File: config.mk
export PLATFORM = sky130hd
export DESIGN_NAME = rcb_cell
export DESIGN_NICKNAME = d
export VERILOG_FILES = /design/src/rcb_pkg.sv /design/src/rcb_cell.sv
export SDC_FILE = /design/constraint.sdc
export NUM_CORES = 1
export LEC_CHECK = 0
export BUFFER_PORTS_ARGS = -buffer_cell sky130_fd_sc_hd__buf_2
export CORE_ASPECT_RATIO = 0.7
export CORE_MARGIN = 2
export CORE_UTILIZATION = 44
export CTS_CLUSTER_DIAMETER = 150
export DETAILED_ROUTE_END_ITERATION = 8
export GPL_ROUTABILITY_DRIVEN = 1
export PLACE_DENSITY = 0.85
export REMOVE_ABC_BUFFERS = 1
export SYNTH_ARGS = -nofsm -noshare
export SYNTH_HDL_FRONTEND = slang
export SYNTH_SLANG_ARGS = --single-unit
File: constraint.sdc
create_clock -name clk -period 1.01 [get_ports clk]
set_clock_uncertainty 0.2 [all_clocks]
set_input_delay 0.0505 -clock clk [delete_from_list [all_inputs] [get_ports clk]]
set_output_delay 0.0505 -clock clk [all_outputs]
set_load 0.02 [all_outputs]
File: src/rcb_pkg.sv
package rcb_pkg;

  localparam int GRID_SIZE = 64;
  localparam int ROW_W     = $clog2(GRID_SIZE);
  localparam int COORD_W   = 7;
  localparam int CMP_W     = (ROW_W + 1 > COORD_W) ? ROW_W + 1 : COORD_W;

  localparam logic CMD_MARK  = 1'b0;
  localparam logic CMD_QUERY = 1'b1;

  typedef logic [GRID_SIZE-1:0] row_t;
  typedef logic [COORD_W-1:0]   coord_t;
  typedef logic [ROW_W-1:0]     row_idx_t;

  typedef struct packed {
    logic mark;
    logic hit;
  } rowop_ctrl_t;

endpackage

File: src/rcb_cell.sv
module rcb_cell (
  input  logic          clk,
  input  logic          rst_n,
  input  logic          shift_en,
  input  rcb_pkg::row_t row_in,
  output rcb_pkg::row_t row_out
);

  rcb_pkg::row_t row_r;
  rcb_pkg::row_t row_nxt;

  always_comb begin
    row_nxt = row_r;
    if (shift_en) begin
      row_nxt = row_in;
    end
  end

  always_ff @(posedge clk) begin
    if (!rst_n) begin
      row_r <= '0;
    end else begin
      row_r <= row_nxt;
    end
  end

  assign row_out = row_r;

endmodule

After elaboration in Yosys (flattened, before gate mapping)
Index checks and enable logic that the tools add are counted.
Widths: inputs -> output; s select.
- flip-flop bits (word level): 64
- bits of input ports: 67

Longest topological paths before layout
Gate-level depths: netlist of run 1.
- depth after elaboration: 0
- mapped depth: 4

Worst setup path before layout of run 1
No wires, ideal clock.
- path kind: in2reg
- from: input shift_en
- to: register row_r[10], in the netlist row_out[10]
- arrival: 0.584 ns
- data required time: 0.694 ns
- setup slack: 0.110 ns
- stages: 4
- path through: buf_6 buf_8 mux2i_1 nor2b_1
- RTL lines (element ; line ; text):
    start: declaration ; rcb_cell.sv:4 ; input logic shift_en,
    end signal: assignment ; rcb_cell.sv:23 ; row_r <= row_nxt;
    end: declaration ; rcb_cell.sv:9 ; rcb_pkg::row_t row_r;

Final worst setup path of run 1
- from: register row_r[37], in the netlist row_out[37]
- to: output row_out[37]
- RTL lines (element ; line ; text):
    end: declaration ; rcb_cell.sv:6 ; output rcb_pkg::row_t row_out
No word-level cell between the ends.

==> flow_metrics.py, run 1 <==
metrics = {
    "yosys": {
        "synthCells": 206,
        "syn_avg_cell_area_um2": 11.9,
        "ys_ff_latch": 64,
        "seq_area_frac_synth": 0.523,
        "post_synth_num_cell_types": 7,
        "synthesis.area_um2": 2450,
        "synth_warnings": 0,
    },
    "final_layout": {
        "n_antenna_cell": 0,
        "multi_input_comb_area_um2": 1060,
        "syn_to_final_growth_pct": 85.3,
        "nets": 481,
        "largest_reg_flops": 64,
        "final.fill_count": 258,
        "seq_area_um2": 1360,
        "final_layout_size_suffix_gt1_frac": 0.550,
    },
    "sta": {
        "final.setup.worst_slack_ps": -80.5,
        "hold_viol": 12,
        "tightest_slew_ps": 229,
        "hold_ws_ps": -106,
        "fmax_mhz": 917,
        "report.final.slew_viol_count": 0,
        "fin_crit_ps": 1090,
        "slew_headroom": 0.843,
        "setup_viol": 67,
        "setup_tns_ps": -2100,
        "rsz0062_at_grt": "true",
        "fin_crit_sh": 1.08,
    },
    "drt": {
        "drt-initial-drc-count": 69,
        "final_antenna_net_count": 0,
        "wire_per_inst_um": 17.6,
        "vias": 2321,
        "viasPerCell": 4.74,
        "drc": 0,
        "drt-total-wl_um": 8650,
        "dr.pass1.iters": 4,
    },
    "placement": {
        "dp_slack_ps": -14.7,
        "place_hpwl_um": 3860,
        "io_buffers": 130,
        "gp_congestion": 0.696,
    },
    "power": {
        "p_total_mw": 6.15,
        "leakage_nw": 2.14,
        "ir_drop_mv": 0.915,
        "power.density_nw_per_um2": 1350,
    },
    "critical_path": {
        "setup.worst_path.class": "flop to output port",
        "cp_cell_sequence": "buf_6",
        "critPathLaunchType": "flop",
        "slowest_stage": "dfxtp_2",
        "cp-end-kind": "output port",
        "cp.arrival_ps": 840,
        "worstReg2RegEnd": "row_out[35]$_SDFFE_PN0P_",
        "cp_max_fo": 2,
        "slowest_delay_ps": 370,
        "regToRegSetupSlack_ps": -10,
        "r2r.worst_path.cells": 3,
        "cp_top_family": "flip-flops",
        "path_buf_inv": 1,
        "reg2reg_from": "row_out[35]$_SDFFE_PN0P_",
        "cp.required_ps": 760,
    },
    "grt": {
        "grt_pass1_wl_um": 12100,
        "antenna_found_initial": 0,
        "overflow": 0,
        "grt_max_degree": 53,
        "grt_pass1_vias": 2403,
        "grt_use_total": 0.261,
    },
    "outcome": {
        "violations": "hold timing, setup timing",
        "status": "finished, violations left",
    },
    "clock_network": {
        "hold_buffers": 65,
        "clk_pin_slew_ps": 70,
        "h-tree-depth": 3,
        "cts_buffers": 9,
        "clockRootBuffer": "clkbuf_8",
        "cts_buffer_depth": 2,
        "clkSinkCount": 64,
        "cts_tree": "built",
        "clk_latency_ps": 330,
    },
    "die": {
        "start_util": 0.461,
        "ios": 131,
        "die_area_um2": 6190,
        "core_um2": 5310,
        "die_width_um": 93.2,
        "die_height_um": 66.4,
        "rows": 22,
    },
    "flow_run": {
        "drv_cap": 0,
    },
    "min_path": {
        "worstHoldPathCells": 2,
        "hold_end": "row_out[29]$_SDFFE_PN0P_",
        "worstHoldPathType": "primary input to flop",
        "min_from": "rst_n",
    },
}
==> Yosys cell counts <==
cell type / instances / area [µm²]
buf_6: 1 / 11.3
buf_8: 6 / 90.1
clkbuf_1: 6 / 22.5
clkbuf_2: 1 / 5.00
dfxtp_1: 64 / 1280
mux2i_1: 64 / 641
nor2b_1: 64 / 400
==> per-stage QoR <==
step / std cells / utilization / area [µm²]
2_1_floorplan: 192 / - / 2320
3_3_place_gp: 398 / 0.590 / 3130
3_5_place_dp: 398 / 0.590 / 3130
4_1_cts: 480 / 0.838 / 4450
5_1_grt: 490 / 0.855 / 4540
6_report: 490 / 0.855 / 4540
==> logic make-up (layout without fill, tap and decap cells) <==
logic type	Yosys count	after routing	synth area share
buf+inv	14	226	0.0526
flops	64	64	0.523
mux	64	64	0.261
simple gates	64	64	0.163
==> routing by layer <==
metal | vias up | part of all wire | GRT usage
met3 | 17 | 0.096 | 0.106
met1 | 1081 | 0.39 | 0.280
met4 | 0 | 0.015 | 0.103
met5 | - | 0 | 0
li1 | 1093 | - | -
met2 | 130 | 0.50 | 0.462
==> final cells by class <==
class / count / share of cell area
Tap cell: 72 / 0.0198
Timing Repair Buffer: 211 / 0.409
Clock buffer: 12 / 0.0342
Sequential cell: 64 / 0.300
Clock inverter: 3 / 0.00386
Multi-Input combinational cell: 128 / 0.233
==> cells in the final DEF (no fill, tap or decap), drive strengths merged <==
master | netlist | routed
dlygate4sd3 | 0 | 64
buf | 7 | 147
clkinvlp | 0 | 1
dfxtp | 64 | 64
mux2i | 64 | 64
clkinv | 0 | 2
clkbuf | 7 | 12
nor2b | 64 | 64
==> report_power, final <==
| group | leakage, nW | internal (mW) | switching, mW | total [mW] |
|---|---|---|---|---|
| logic | 1.50 | 0.776 | 0.579 | 1.35 |
| clock network | 0.0882 | 1.00 | 0.959 | 1.96 |
| registers | 0.551 | 2.71 | 0.123 | 2.83 |
==> worst max-delay path by stage <==
stage,from,endpoint,cells past startpoint
floorplan,row_out[0]$_SDFFE_PN0P_,row_out[0]$_SDFFE_PN0P_,2
global placement,shift_en,row_out[60]$_SDFFE_PN0P_,4
detailed placement,shift_en,row_out[50]$_SDFFE_PN0P_,4
CTS,row_out[14]$_SDFFE_PN0P_,row_out[14],1
global route,row_out[37]$_SDFFE_PN0P_,row_out[37],1
finish,row_out[37]$_SDFFE_PN0P_,row_out[37],1
==> repair_timing <==
item	in CTS	in global routing
resized for setup	192	5
hold endpoints to repair	64	12
buffers inserted	2	11
endpoints found under the setup margin	64	79
Note: power is estimated with default switching activity, not from simulation.
==> run 2: changes to the inputs <==
==> constraint.sdc (replaced) <==
create_clock -name clk -period 1.11 [get_ports clk]
set_clock_uncertainty 0.2 [all_clocks]
set_input_delay 0.0555 -clock clk [delete_from_list [all_inputs] [get_ports clk]]
set_output_delay 0.0555 -clock clk [all_outputs]
set_load 0.02 [all_outputs]
==> run 2 against run 1 <==
The flow now finishes without violations. Sequential share of layout area up 1.7 points. Wire length is 9.7% lower. Global-route usage down 2.8 points. Hold slack improved by 190 ps. Clock power rose by 13%.
==> flow_metrics.py, run 2 (synthesis results as in run 1) <==
metrics = {
    "final_layout": {
        "multi_input_comb_area_um2": 1040,
        "final.fill_count": 308,
        "layout_common_cells": "buf_2 (65), mux2i_1 (64), nor2b_1 (64), dlygate4sd3_1 (64), buf_4 (55)",
        "design_area_um2": 4250,
        "stdcell_count": 478,
        "final_layout_size_suffix_gt1_frac": 0.498,
        "largest_reg_flops": 64,
        "final_common_cell": "buf_2",
        "utilization": 0.800,
        "syn_to_final_growth_pct": 73.5,
        "nets": 468,
        "n_antenna_cell": 0,
        "seq_area_um2": 1350,
    },
    "critical_path": {
        "path_depth": 1,
        "slowest_delay_ps": 350,
        "critPathLaunchType": "flop",
        "cp.required_ps": 850,
        "cp_max_fo": 2,
        "cp_cell_sequence": "buf_4",
        "regToRegSetupSlack_ps": 150,
        "reg2reg_from": "row_out[39]$_SDFFE_PN0P_",
        "r2r.worst_path.cells": 2,
        "cp_top_family": "flip-flops",
        "cp-end-kind": "output port",
        "setup.worst_path.class": "flop to output port",
        "worstReg2RegEnd": "row_out[39]$_SDFFE_PN0P_",
        "path_buf_inv": 1,
        "slowest_stage": "dfxtp_2",
        "cp.arrival_ps": 840,
    },
    "die": {
        "die_area_um2": 6190,
        "die_height_um": 66.4,
        "ios": 131,
        "start_util": 0.461,
        "rows": 22,
        "core_um2": 5310,
        "die_width_um": 93.2,
    },
    "sta": {
        "tightest_slew_ps": 841,
        "fmax_mhz": 917,
        "hold_viol": 0,
        "setup_viol": 0,
        "fin_crit_sh": 0.982,
        "report.final.slew_viol_count": 0,
        "fin_crit_ps": 1090,
        "slew_headroom": 0.439,
        "hold_ws_ps": 85.0,
        "setup_tns_ps": 0,
    },
    "placement": {
        "place_hpwl_um": 3700,
        "gp_congestion": 0.676,
        "dp.cells": 397,
        "io_buffers": 130,
        "postPlaceCellArea_um2": 3110,
    },
    "clock_network": {
        "clk_pin_slew_ps": 70,
        "clockRootBuffer": "clkbuf_8",
        "clkSinkCount": 64,
        "clk_latency_ps": 340,
        "h-tree-depth": 3,
        "cts_tree": "built",
        "cts_buffer_depth": 2,
        "cts_buffers": 9,
    },
    "drt": {
        "drt-total-wl_um": 7810,
        "final_antenna_net_count": 0,
        "dr.pass1.iters": 4,
        "vias": 2229,
        "wire_per_inst_um": 16.3,
        "viasPerCell": 4.66,
        "drt-initial-drc-count": 42,
        "drc": 0,
    },
    "power": {
        "power.density_nw_per_um2": 1380,
        "leakage_nw": 2.05,
        "ir_drop_mv": 1.33,
    },
    "grt": {
        "grt_use_total": 0.233,
        "grt_max_degree": 65,
        "overflow": 0,
        "grt_pass1_wl_um": 10700,
        "grt_pass1_vias": 2207,
        "antenna_found_initial": 0,
    },
    "min_path": {
        "min_from": "shift_en",
        "worstHoldPathType": "primary input to flop",
        "hold_end": "row_out[10]$_SDFFE_PN0P_",
        "worstHoldPathCells": 4,
    },
    "flow_run": {
        "drv_cap": 0,
    },
    "outcome": {
        "status": "completed",
    },
}
-- run 2: cell count changes in the layout (fill, tap and decap cells not counted), moves of 2 or more --
cell       previous run  this run
buf_6                64        12
buf_4                15        55
dfxtp_1               0        12
dfxtp_2              64        52
mux2i_1              59        64
mux2i_2               5         0
bufinv_16             0         2
-- run 2: worst max-delay path by stage --
stage | from | end | slack, ps
6_report | row_out[7]$_SDFFE_PN0P_ | row_out[7] | 20
5_1_grt | row_out[50]$_SDFFE_PN0P_ | row_out[50] | -10
4_1_cts | row_out[45]$_SDFFE_PN0P_ | row_out[45] | 0.5
3_5_place_dp | rst_n | row_out[40]$_SDFFE_PN0P_ | -100
3_3_place_gp | rst_n | row_out[24]$_SDFFE_PN0P_ | -50
2_1_floorplan | row_out[0]$_SDFFE_PN0P_ | row_out[0]$_SDFFE_PN0P_ | 240
-- run 2: layer usage --
metal	GRT usage	wire, µm	part of all wire
met5	0	0	0
met4	0.0772	146	0.019
met3	0.0946	584	0.075
met2	0.417	3920	0.50
met1	0.253	3160	0.40
-- run 2: what timing repair did --
action,4_1_cts,5_1_grt
pin swaps,0,0
endpoints found under the setup margin,20,60
hold endpoints to repair,64,0
setup buffers,0,1
hold buffers,64,0
gates resized for setup,23,105
-- run 2: where the power goes --
part           internal (mW)  total (mW)  switching (mW)
clock                   1.31        2.22           0.905
sequential              2.46        2.55          0.0902
combinational          0.597        1.09           0.489
-- run 2: metrics by stage --
stage	total power, mW	worst slack, ps
4_1_cts	5.71	0.454
5_1_grt	6.08	-10.6
2_1_floorplan	2.95	242
3_3_place_gp	3.31	-45.9
3_5_place_dp	3.33	-98.8
6_report	5.85	19.4
-- run 2: final cells by class --
type / instances / area share
Clock buffer: 10 / 0.0324
Clock inverter: 6 / 0.0194
Multi-Input combinational cell: 128 / 0.245
Sequential cell: 64 / 0.317
Tap cell: 72 / 0.0212
Timing Repair Buffer: 198 / 0.366
