[src/rcb_pkg.sv]
package rcb_pkg;

  localparam int GRID_SIZE = 64;
  localparam int ROW_W     = $clog2(GRID_SIZE);
  localparam int COORD_W   = 7;
  localparam int CMP_W     = (ROW_W + 1 > COORD_W) ? ROW_W + 1 : COORD_W;

  localparam logic CMD_MARK  = 1'b0;
  localparam logic CMD_QUERY = 1'b1;

  typedef logic [GRID_SIZE-1:0] row_t;
  typedef logic [COORD_W-1:0]   coord_t;
  typedef logic [ROW_W-1:0]     row_idx_t;

  typedef struct packed {
    logic mark;
    logic hit;
  } rowop_ctrl_t;

endpackage

[src/rcb_row_op.sv]
module rcb_row_op (
  input  rcb_pkg::rowop_ctrl_t ctrl,
  input  rcb_pkg::row_t        col_mask,
  input  rcb_pkg::row_t        row_in,
  output rcb_pkg::row_t        row_out,
  output logic                 miss
);

  always_comb begin
    row_out = row_in;
    miss    = 1'b0;
    if (ctrl.hit) begin
      if (ctrl.mark) begin
        row_out = row_in | col_mask;
      end else begin
        miss = ((row_in & col_mask) != col_mask);
      end
    end
  end

endmodule

[config.mk]
export PLATFORM = sky130hd
export DESIGN_NAME = rcb_row_op
export DESIGN_NICKNAME = d
export VERILOG_FILES = /design/src/rcb_pkg.sv /design/src/rcb_row_op.sv
export SDC_FILE = /design/constraint.sdc
export NUM_CORES = 1
export LEC_CHECK = 0
export BUFFER_PORTS_ARGS = -buffer_cell sky130_fd_sc_hd__clkbuf_2
export CAP_MARGIN = 0
export CORE_AREA = 2 2 76 78
export DETAILED_ROUTE_END_ITERATION = 10
export DIE_AREA = 0 0 78 80
export GPL_TIMING_DRIVEN = 0
export PLACE_DENSITY_LB_ADDON = 0.1
export SLEW_MARGIN = 20
export SYNTH_ARGS = -nofsm -noshare
export SYNTH_HDL_FRONTEND = slang
export SYNTH_SLANG_ARGS = --single-unit
[constraint.sdc]
create_clock -name vclk -period 1.55
set_clock_uncertainty 0.2 [all_clocks]
set_input_delay 0.0775 -clock vclk [all_inputs]
set_output_delay 0.0775 -clock vclk [all_outputs]
set_load 0.005 [all_outputs]
### Word level (Yosys, flattened, before mapping)

Index checks and enable logic that the tools add are counted.

| word-level totals | value |
|---|---|
| register bits | 0 |
| output and inout port bits | 65 |

| cells by class | value |
|---|---|
| equality and inequality tests | 1 |
| muxes and demuxes | 4 |
| bitwise gates (word level) | 2 |

Operators by type and width:

| cell | number |
|---|---|
| 64-bit 2-to-1 mux | 2 |
| 64-bit AND | 1 |
| 64-bit != test | 1 |
| 64-bit bitwise OR | 1 |
| 1-bit 2-to-1 mux | 2 |

### Logic depth before layout (Yosys ltp)

Gate-level depths: netlist of run 1.

| depth | value |
|---|---|
| depth in word-level cells | 4 |
| mapped depth | 5 |

### Least setup slack after synthesis of run 1

Ideal clock, no wire load.

| timing path | value |
|---|---|
| path kind | input to output |
| from | input col_mask[34] |
| to | output miss |
| arrival time | 906 ps |
| data required time | 1,272 ps |
| setup slack | 366 ps |
| stages | 5 |
| buffers on the path | 0 |
| cells stage by stage | inv_1 > o22ai_1 > nor4_2 > nand4_1 > o311a_1 |

| on the way | value |
|---|---|
| word-level cells in the longest chain between the ends | 4 |

Ends and longest elaborated chain:

| what | RTL line | RTL |
|---|---|---|
| start, declared | rcb_row_op.sv:3 | `input rcb_pkg::row_t col_mask,` |
| 64-bit AND | rcb_row_op.sv:16 | `miss = ((row_in & col_mask) != col_mask);` |
| 64-bit != test (*) | rcb_row_op.sv:16 |  |
| 1-bit 2-to-1 mux (*) | rcb_row_op.sv:13 | `if (ctrl.mark) begin` |
| 1-bit 2-to-1 mux (*) | rcb_row_op.sv:12 | `if (ctrl.hit) begin` |
| end, declared | rcb_row_op.sv:6 | `output logic miss` |

Every way passes the cells marked *; elsewhere a longest branch is shown, timed or not.

### Worst setup path after layout of run 1

| timing path | value |
|---|---|
| from | input row_in[30] |
| to | output miss |

| on the way | value |
|---|---|
| word-level cells in the longest chain between the ends | 4 |

Ends and longest elaborated chain:

| what | RTL line | RTL |
|---|---|---|
| start, declared | rcb_row_op.sv:4 | `input rcb_pkg::row_t row_in,` |
| 64-bit AND | rcb_row_op.sv:16 |  |
| 64-bit != test | rcb_row_op.sv:16 |  |
| 1-bit 2-to-1 mux | rcb_row_op.sv:13 |  |
| 1-bit 2-to-1 mux | rcb_row_op.sv:12 |  |

Every way passes these cells.

==> results of run 1 <==
routing by layer:
metal	global-route usage	vias to the layer above	part of all wire	wire, µm
met3	0.0204	4	0.081	436
li1	-	1033	-	-
met4	0.00702	0	0.0043	23
met1	0.179	822	0.40	2140
met2	0.327	101	0.52	2800
met5	0	-	0	0
cell type report:
class | count | share of cell area
repair buffers | 195 | 0.454
well taps | 72 | 0.0419
multi-input cells | 122 | 0.384
plain buffers | 7 | 0.0163
inverters | 59 | 0.103
per-stage QoR:
stage	total power, mW	hold WS, ps
3_5_place_dp	0.553	211
6_report	0.557	209
5_1_grt	0.624	222
2_1_floorplan	0.215	26.4
3_3_place_gp	0.551	208
4_1_cts	0.563	213
power groups by stage:
stage / sequential, mW / clock [mW] / combinational [mW]
floorplan: 0 / 0 / 0.215
global placement: 0 / 0 / 0.551
detailed placement: 0 / 0 / 0.553
CTS: 0 / 0 / 0.563
global route: 0 / 0 / 0.624
finish: 0 / 0 / 0.557
synthesized netlist by cell type:
master      n
a221oi_1    6
nor4_1      2
buf_2       6
clkbuf_1    1
o2111ai_1   2
o22ai_1    22
nand2_1    24
nand2b_1    6
and2_1      1
a21o_1     51
o311a_1     1
inv_1      59
a21o_2      1
nand3_1     1
nor4_2      1
nor3_1      2
nand4_1     2
cell families (layout without fill, tap and decap cells):
family	Yosys count	after routing	synth area share
buffers and inverters	66	261	0.243
AO/OA/AOI/OAI	83	83	0.580
AND/OR/NAND/NOR	39	39	0.177
how the worst max path moves through the flow:
stage	startpoint	to	slack, ps	cells after the start
floorplan	col_mask[34]	miss	370	5
global route	col_mask[57]	miss	-30	7
finish	row_in[30]	miss	60	7
CTS	col_mask[60]	miss	-10	7
detailed placement	col_mask[34]	miss	-90	7
global placement	row_in[2]	miss	-70	7
timing repair:
item,4_1_cts,5_1_grt
pin swaps,5,2
resized for setup,7,4
endpoints found under the setup margin,1,11
hold buffers,0,0
==> flow_metrics.py, run 1 <==
metrics = {
    "worst_setup_path": {
        "worstPathMaxFanout": 2,
        "cp.buffers_inverters": 2,
        "crit_chain": "clkbuf_2 > nand2b_1 > o2111ai_1 > nor3_1 > nand4_1 > o311a_1 > clkbuf_2",
        "crit_arrival_ps": 1210,
        "crit_type": "in2out",
        "start_kind": "input port",
        "critPathSlowestCell": "o311a_1",
        "crit_top_cell": "clkbuf_2",
        "critPathRequiredTime_ps": 1270,
        "cpPeakStageDelay_ps": 310,
        "critPathTopFamily": "simple AND/OR/NAND/NOR gates",
        "critPathCaptureType": "primary output",
    },
    "yosys": {
        "synth_nets": 318,
        "syn_avg_cell_area_um2": 5.59,
        "synth_area_um2": 1050,
        "ys_warn_count": 0,
        "synth.distinct_cells": 17,
        "synth_top_cell_by_area": "a21o_1",
        "yosysSeqAreaShare": 0,
        "synthTopCellsByArea": "a21o_1 (36%), inv_1 (21%), o22ai_1 (13%)",
        "synthDominantCellAreaShare": 0.364,
        "synthCells": 188,
    },
    "placed_design": {
        "place.gp.congestion": 0.755,
        "io_buffers": 195,
        "dp_hpwl_mm": 4.82,
        "place_ws_ps": -87.1,
        "dpl_cell_area_um2": 2120,
        "dp_cells": 455,
    },
    "pwr": {
        "p_sw_uw": 254,
        "p_per_area_nw_per_um2": 259,
        "combPwrFrac": 1.000,
        "power.internal_uw": 303,
        "p_leak_nw": 1.62,
        "ir_drop_mv": 0.0925,
        "switching_share": 0.456,
        "seq_power_share": 0,
        "power.share.clock": 0,
    },
    "cells_and_area": {
        "finish.utilization": 0.397,
        "final_cells": 455,
        "final_cell_mix": "clkbuf_2 (196), inv_1 (55), a21o_1 (51)",
        "final-seq-area_um2": 0,
        "diodes": 0,
        "fillers": 621,
        "finalInstanceArea_um2": 2150,
        "final_layout_size_suffix_gt1_frac": 0.556,
        "fin_nets": 515,
        "multiInputGateArea_um2": 826,
        "nClkBuffers": 0,
        "layout_commonest_cell": "clkbuf_2",
        "seq_cell_count": 0,
        "syn_to_final_growth_pct": 104,
    },
    "run": {
        "max-cap-violations": 0,
    },
    "hold_path": {
        "min_from": "row_in[26]",
        "min_path_type": "in2out",
        "whs_endpoint": "row_out[26]",
        "min_path_cells": 3,
    },
    "die": {
        "die_h_um": 80,
        "chipWidth_um": 78,
        "start_util": 0.194,
        "ios": 195,
        "row_count": 27,
        "dieArea_um2": 6240,
        "coreArea_um2": 5410,
    },
    "global_route": {
        "grt_pass1_wl_mm": 8.18,
        "antenna_found_initial": 0,
        "grt_pass1_vias": 1880,
        "grt_max_degree": 11,
        "grt_usage": 0.159,
        "overflow": 0,
    },
    "timing": {
        "max_clock_freq_mhz": 672,
        "rsz0062_at_grt": "yes",
        "hold_viol": 0,
        "tightest_slew_ps": 307,
        "fin_tns_setup_ps": 0,
        "drv_slew": 0,
        "period_share": 0.960,
        "fin_crit_ps": 1490,
        "slew_headroom": 0.796,
        "fin_ws_ps": 62.3,
        "setup_viol": 0,
    },
    "route": {
        "ant_nets": 0,
        "viasPerCell": 4.31,
        "drt-total-wl_mm": 5.40,
        "num_vias": 1960,
        "firstDrtPassIters": 4,
        "drc": 0,
        "drtIter0Drc": 42,
        "wire_per_inst_um": 11.9,
    },
    "clock_tree": {
        "postCtsSetupBuffers": 0,
    },
    "status": {
        "status": "completed",
    },
}
Note: power is estimated with default switching activity, not from simulation.
==> run 2: changes to the inputs <==
--- a/config.mk
+++ b/config.mk
@@ -5,7 +5,7 @@
 export SDC_FILE = /design/constraint.sdc
 export NUM_CORES = 1
 export LEC_CHECK = 0
-export BUFFER_PORTS_ARGS = -buffer_cell sky130_fd_sc_hd__clkbuf_2
+export BUFFER_PORTS_ARGS = -buffer_cell sky130_fd_sc_hd__buf_2
 export CAP_MARGIN = 0
 export CORE_AREA = 2 2 76 78
 export DETAILED_ROUTE_END_ITERATION = 10
==> run 2 against run 1 <==
  * Cell area rose by 1.7%
  * Largest power group unchanged
  * Final cell count did not move
  * Worst hold slack got worse by 3.5 ps
  * Highest routed layer unchanged
  * Maximum frequency rose by 0.16%
  * Critical path type unchanged
  * Die area did not move
  * Total power rose by 1.5%
  * Wire length rose by 2.4%
  * Core utilization rose by 0.69 points
==> flow_metrics.py, run 2 (synthesis results as in run 1) <==
metrics = {
    "status": {
        "status": "completed",
    },
    "worst_setup_path": {
        "crit_top_cell": "buf_2",
        "crit_chain": "buf_2 > inv_1 > o22ai_1 > nor4_2 > nand3_1 > o311a_1 > buf_2",
        "start_kind": "input port",
        "crit_type": "in2out",
        "cpPeakStageDelay_ps": 340,
        "worstPathMaxFanout": 2,
        "critPathSlowestCell": "o311a_1",
        "critPathCaptureType": "primary output",
        "crit_arrival_ps": 1210,
        "critPathRequiredTime_ps": 1270,
    },
    "pwr": {
        "power.share.clock": 0,
        "switching_share": 0.450,
        "combPwrFrac": 1.000,
        "p_leak_nw": 1.58,
        "p_per_area_nw_per_um2": 259,
        "power.internal_uw": 311,
        "p_sw_uw": 254,
        "seq_power_share": 0,
        "ir_drop_mv": 0.0975,
    },
    "timing": {
        "worst_hold_slack_ps": 206,
        "fin_tns_setup_ps": 0,
        "rsz0062_at_grt": "yes",
        "fin_crit_ps": 1490,
        "max_clock_freq_mhz": 673,
        "drv_slew": 0,
        "hold_viol": 0,
        "period_share": 0.958,
        "tightest_slew_ps": 282,
        "setup_viol": 0,
        "slew_headroom": 0.812,
    },
    "route": {
        "drtIter0Drc": 32,
        "viasPerCell": 4.33,
        "ant_nets": 0,
        "drc": 0,
        "wire_per_inst_um": 12.2,
        "num_vias": 1970,
        "firstDrtPassIters": 6,
        "drt-total-wl_mm": 5.53,
    },
    "cells_and_area": {
        "nClkBuffers": 0,
        "final_layout_size_suffix_gt1_frac": 0.561,
        "final_cell_mix": "buf_2 (197), inv_1 (55), a21o_1 (51)",
        "layout_commonest_cell": "buf_2",
        "multiInputGateArea_um2": 838,
        "finish.utilization": 0.404,
        "fin_nets": 515,
        "fillers": 598,
        "diodes": 0,
        "final-seq-area_um2": 0,
        "syn_to_final_growth_pct": 108,
        "seq_cell_count": 0,
    },
    "placed_design": {
        "io_buffers": 195,
        "dp_hpwl_mm": 4.85,
        "place.gp.congestion": 0.770,
    },
    "run": {
        "max-cap-violations": 0,
    },
    "die": {
        "coreArea_um2": 5410,
        "row_count": 27,
        "start_util": 0.194,
        "die_h_um": 80,
        "dieArea_um2": 6240,
        "ios": 195,
        "chipWidth_um": 78,
    },
    "global_route": {
        "grt_pass1_vias": 1893,
        "grt_usage": 0.160,
        "grt_max_degree": 11,
        "grt_pass1_wl_mm": 8.27,
        "overflow": 0,
        "antenna_found_initial": 0,
    },
    "clock_tree": {
        "cts_hold_buf": 0,
        "postCtsSetupBuffers": 0,
    },
    "hold_path": {
        "whs_endpoint": "row_out[30]",
        "min_from": "row_in[30]",
        "min_path_cells": 3,
        "min_path_type": "in2out",
    },
}
run 2: changes by cell type in the layout (fill, tap and decap cells not counted), sizes merged:
cell and delta:
buf +195, clkbuf -195
run 2: worst max-delay path, delay by kind of cell:
| kind | cells | cell delay, ps |
|---|---|---|
| compound gates | 2 | 430 |
| simple gates | 2 | 420 |
| buf+inv | 3 | 280 |
run 2: power by group through the flow:
stage | combinational, mW | sequential (mW) | clock [mW]
after floorplan | 0.215 | 0 | 0
after global placement | 0.546 | 0 | 0
after detailed placement | 0.549 | 0 | 0
after CTS | 0.565 | 0 | 0
after global routing | 0.632 | 0 | 0
final | 0.565 | 0 | 0
run 2: worst max path at each step:
| stage | from | end | slack, ps |
|---|---|---|---|
| floorplan | col_mask[34] | miss | 370 |
| global placement | col_mask[34] | miss | -80 |
| detailed placement | col_mask[34] | miss | -100 |
| CTS | col_mask[60] | miss | 1 |
| global route | col_mask[34] | miss | -40 |
| finish | col_mask[9] | miss | 60 |
run 2: per-layer routing:
| layer | track usage | vias to the layer above | wire [µm] | part of all wire |
|---|---|---|---|---|
| met5 | 0 | - | 0 | 0 |
| met4 | 0.00702 | 0 | 31 | 0.0056 |
| met3 | 0.0204 | 2 | 464 | 0.084 |
| met2 | 0.323 | 107 | 2820 | 0.51 |
| met1 | 0.185 | 829 | 2220 | 0.40 |
| li1 | - | 1032 | - | - |
run 2: timing repair:
item                       in CTS  in global routing
setup endpoints to repair       1                 11
gates cloned                    0                  0
resized for setup              11                  6
pin swaps                       6                  5
run 2: area by class of cell:
cell class,count,share of cell area
inverter,59,0.101
timing repair buffer,195,0.458
buffer,7,0.0160
multi-input combinational,122,0.384
tap,72,0.0412
run 2: metrics by stage:
step                      power [mW]  cells  area, µm²  setup slack, ps
after detailed placement       0.549    455       2120            -97.4
final                          0.565    455       2190             64.7
after floorplan                0.215    188       1050              366
after global placement         0.546    455       2120            -84.8
after CTS                      0.565    455       2160             1.33
after global routing           0.632    455       2190            -36.1
==> run 3: changes to the inputs <==
--- a/config.mk
+++ b/config.mk
@@ -12,6 +12,7 @@
 export DIE_AREA = 0 0 78 80
 export GPL_TIMING_DRIVEN = 0
 export PLACE_DENSITY_LB_ADDON = 0.1
+export RECOVER_POWER = 100
 export SLEW_MARGIN = 20
 export SYNTH_ARGS = -nofsm -noshare
 export SYNTH_HDL_FRONTEND = slang
==> run 3 against run 2 <==
  * Final cell count unchanged
  * Via count decreased by 0.66%
  * Critical path depth unchanged
  * First-iteration DRC count increased by 19%
  * Core utilization decreased by 0.72 points
  * Global-route usage unchanged
  * Maximum frequency decreased by 0.19%
  * Total power decreased by 2.2%
  * Sequential cell count unchanged
  * Clock-buffer cell count unchanged
==> flow_metrics.py, run 3 (synthesis results as in run 1) <==
metrics = {
    "worst_setup_path": {
        "crit_arrival_ps": 1210,
        "crit_type": "in2out",
        "start_kind": "input port",
        "critPathRequiredTime_ps": 1270,
        "worstPathMaxFanout": 2,
        "critPathCaptureType": "primary output",
    },
    "cells_and_area": {
        "finalInstanceArea_um2": 2150,
        "final_cells": 455,
        "final_layout_size_suffix_gt1_frac": 0.480,
        "final-seq-area_um2": 0,
        "syn_to_final_growth_pct": 104,
        "fin_nets": 515,
        "fillers": 613,
        "diodes": 0,
        "seq_cell_count": 0,
        "layout_commonest_cell": "buf_2",
        "multiInputGateArea_um2": 838,
        "final_cell_mix": "buf_2 (161), inv_1 (55), a21o_1 (51)",
        "nClkBuffers": 0,
    },
    "placed_design": {
        "place.gp.congestion": 0.770,
        "dp_cells": 455,
        "dp_hpwl_mm": 4.85,
        "io_buffers": 195,
        "dpl_cell_area_um2": 2120,
    },
    "clock_tree": {
        "postCtsSetupBuffers": 0,
        "cts_hold_buf": 0,
    },
    "timing": {
        "rsz0062_at_grt": "yes",
        "drv_slew": 0,
        "max_clock_freq_mhz": 672,
        "slew_headroom": 0.811,
        "fin_crit_ps": 1490,
        "hold_viol": 0,
        "tightest_slew_ps": 283,
        "period_share": 0.960,
        "setup_viol": 0,
    },
    "global_route": {
        "grt_pass1_wl_mm": 8.27,
        "antenna_found_initial": 0,
        "grt_pass1_vias": 1893,
        "overflow": 0,
        "grt_usage": 0.160,
        "grt_max_degree": 11,
    },
    "hold_path": {
        "min_from": "row_in[30]",
        "min_path_cells": 3,
        "min_path_type": "in2out",
        "whs_endpoint": "row_out[30]",
    },
    "die": {
        "chipWidth_um": 78,
        "coreArea_um2": 5410,
        "row_count": 27,
        "start_util": 0.194,
        "dieArea_um2": 6240,
        "die_h_um": 80,
        "ios": 195,
    },
    "route": {
        "firstDrtPassIters": 4,
        "ant_nets": 0,
        "drtIter0Drc": 38,
        "wire_per_inst_um": 12.1,
        "drc": 0,
        "viasPerCell": 4.30,
        "num_vias": 1957,
        "drt-total-wl_mm": 5.50,
    },
    "pwr": {
        "p_per_area_nw_per_um2": 257,
        "power_uw": 553,
        "ir_drop_mv": 0.0969,
        "p_leak_nw": 1.50,
    },
    "status": {
        "status": "completed",
    },
    "run": {
        "max-cap-violations": 0,
    },
}
## run 3: changes by cell type in the layout (fill, tap and decap cells not counted)
cell      before  now
clkbuf_2       1    6
buf_2        197  161
and2_1         1    0
and2_0         0    1
clkbuf_1       0   31
## run 3: critical path, stage by stage
cell	delay, ps
buf_2	100
inv_1	40
o22ai_1	90
nor4_2	300
nand3_1	120
o311a_1	340
buf_2	140
## run 3: report_power, final
part	total, mW	internal [mW]	switching (mW)
combinational	0.553	0.297	0.256
clock	0	0	0
sequential	0	0	0
## run 3: worst max-delay path by stage
| stage | startpoint | endpoint | slack [ps] | cells after the start |
|---|---|---|---|---|
| 4_1_cts | col_mask[60] | miss | 1 | 7 |
| 2_1_floorplan | col_mask[34] | miss | 370 | 5 |
| 6_report | col_mask[9] | miss | 60 | 7 |
| 3_3_place_gp | col_mask[34] | miss | -80 | 7 |
| 5_1_grt | col_mask[34] | miss | -40 | 7 |
| 3_5_place_dp | col_mask[34] | miss | -100 | 7 |
## run 3: layer usage
metal  routed length [µm]  GRT usage  share of wire
met2                 2830      0.323           0.51
met3                  468     0.0204          0.085
met5                    0          0              0
met4                   26    0.00702         0.0047
met1                 2170      0.185           0.40
## run 3: repair_timing
item                                    4_1_cts  5_1_grt
gates resized for setup                      11        6
endpoints found under the setup margin        1       11
pin swaps                                     6        5
## run 3: stage by stage
stage | TNS [ps] | hold slack (ps) | worst slack, ps | util
finish | 0 | 206 | 61.9 | 0.397
global route | -36.1 | 219 | -36.1 | 0.397
CTS | 0 | 207 | 1.33 | 0.400
detailed placement | -97.4 | 205 | -97.4 | 0.392
global placement | -84.8 | 201 | -84.8 | 0.392
floorplan | 0 | 26.4 | 366 | -
## run 3: cell type report
| cell class | count | area share |
|---|---|---|
| timing repair buffer | 195 | 0.448 |
| multi-input combinational | 122 | 0.390 |
| inverter | 59 | 0.103 |
| tap | 72 | 0.0420 |
| buffer | 7 | 0.0163 |
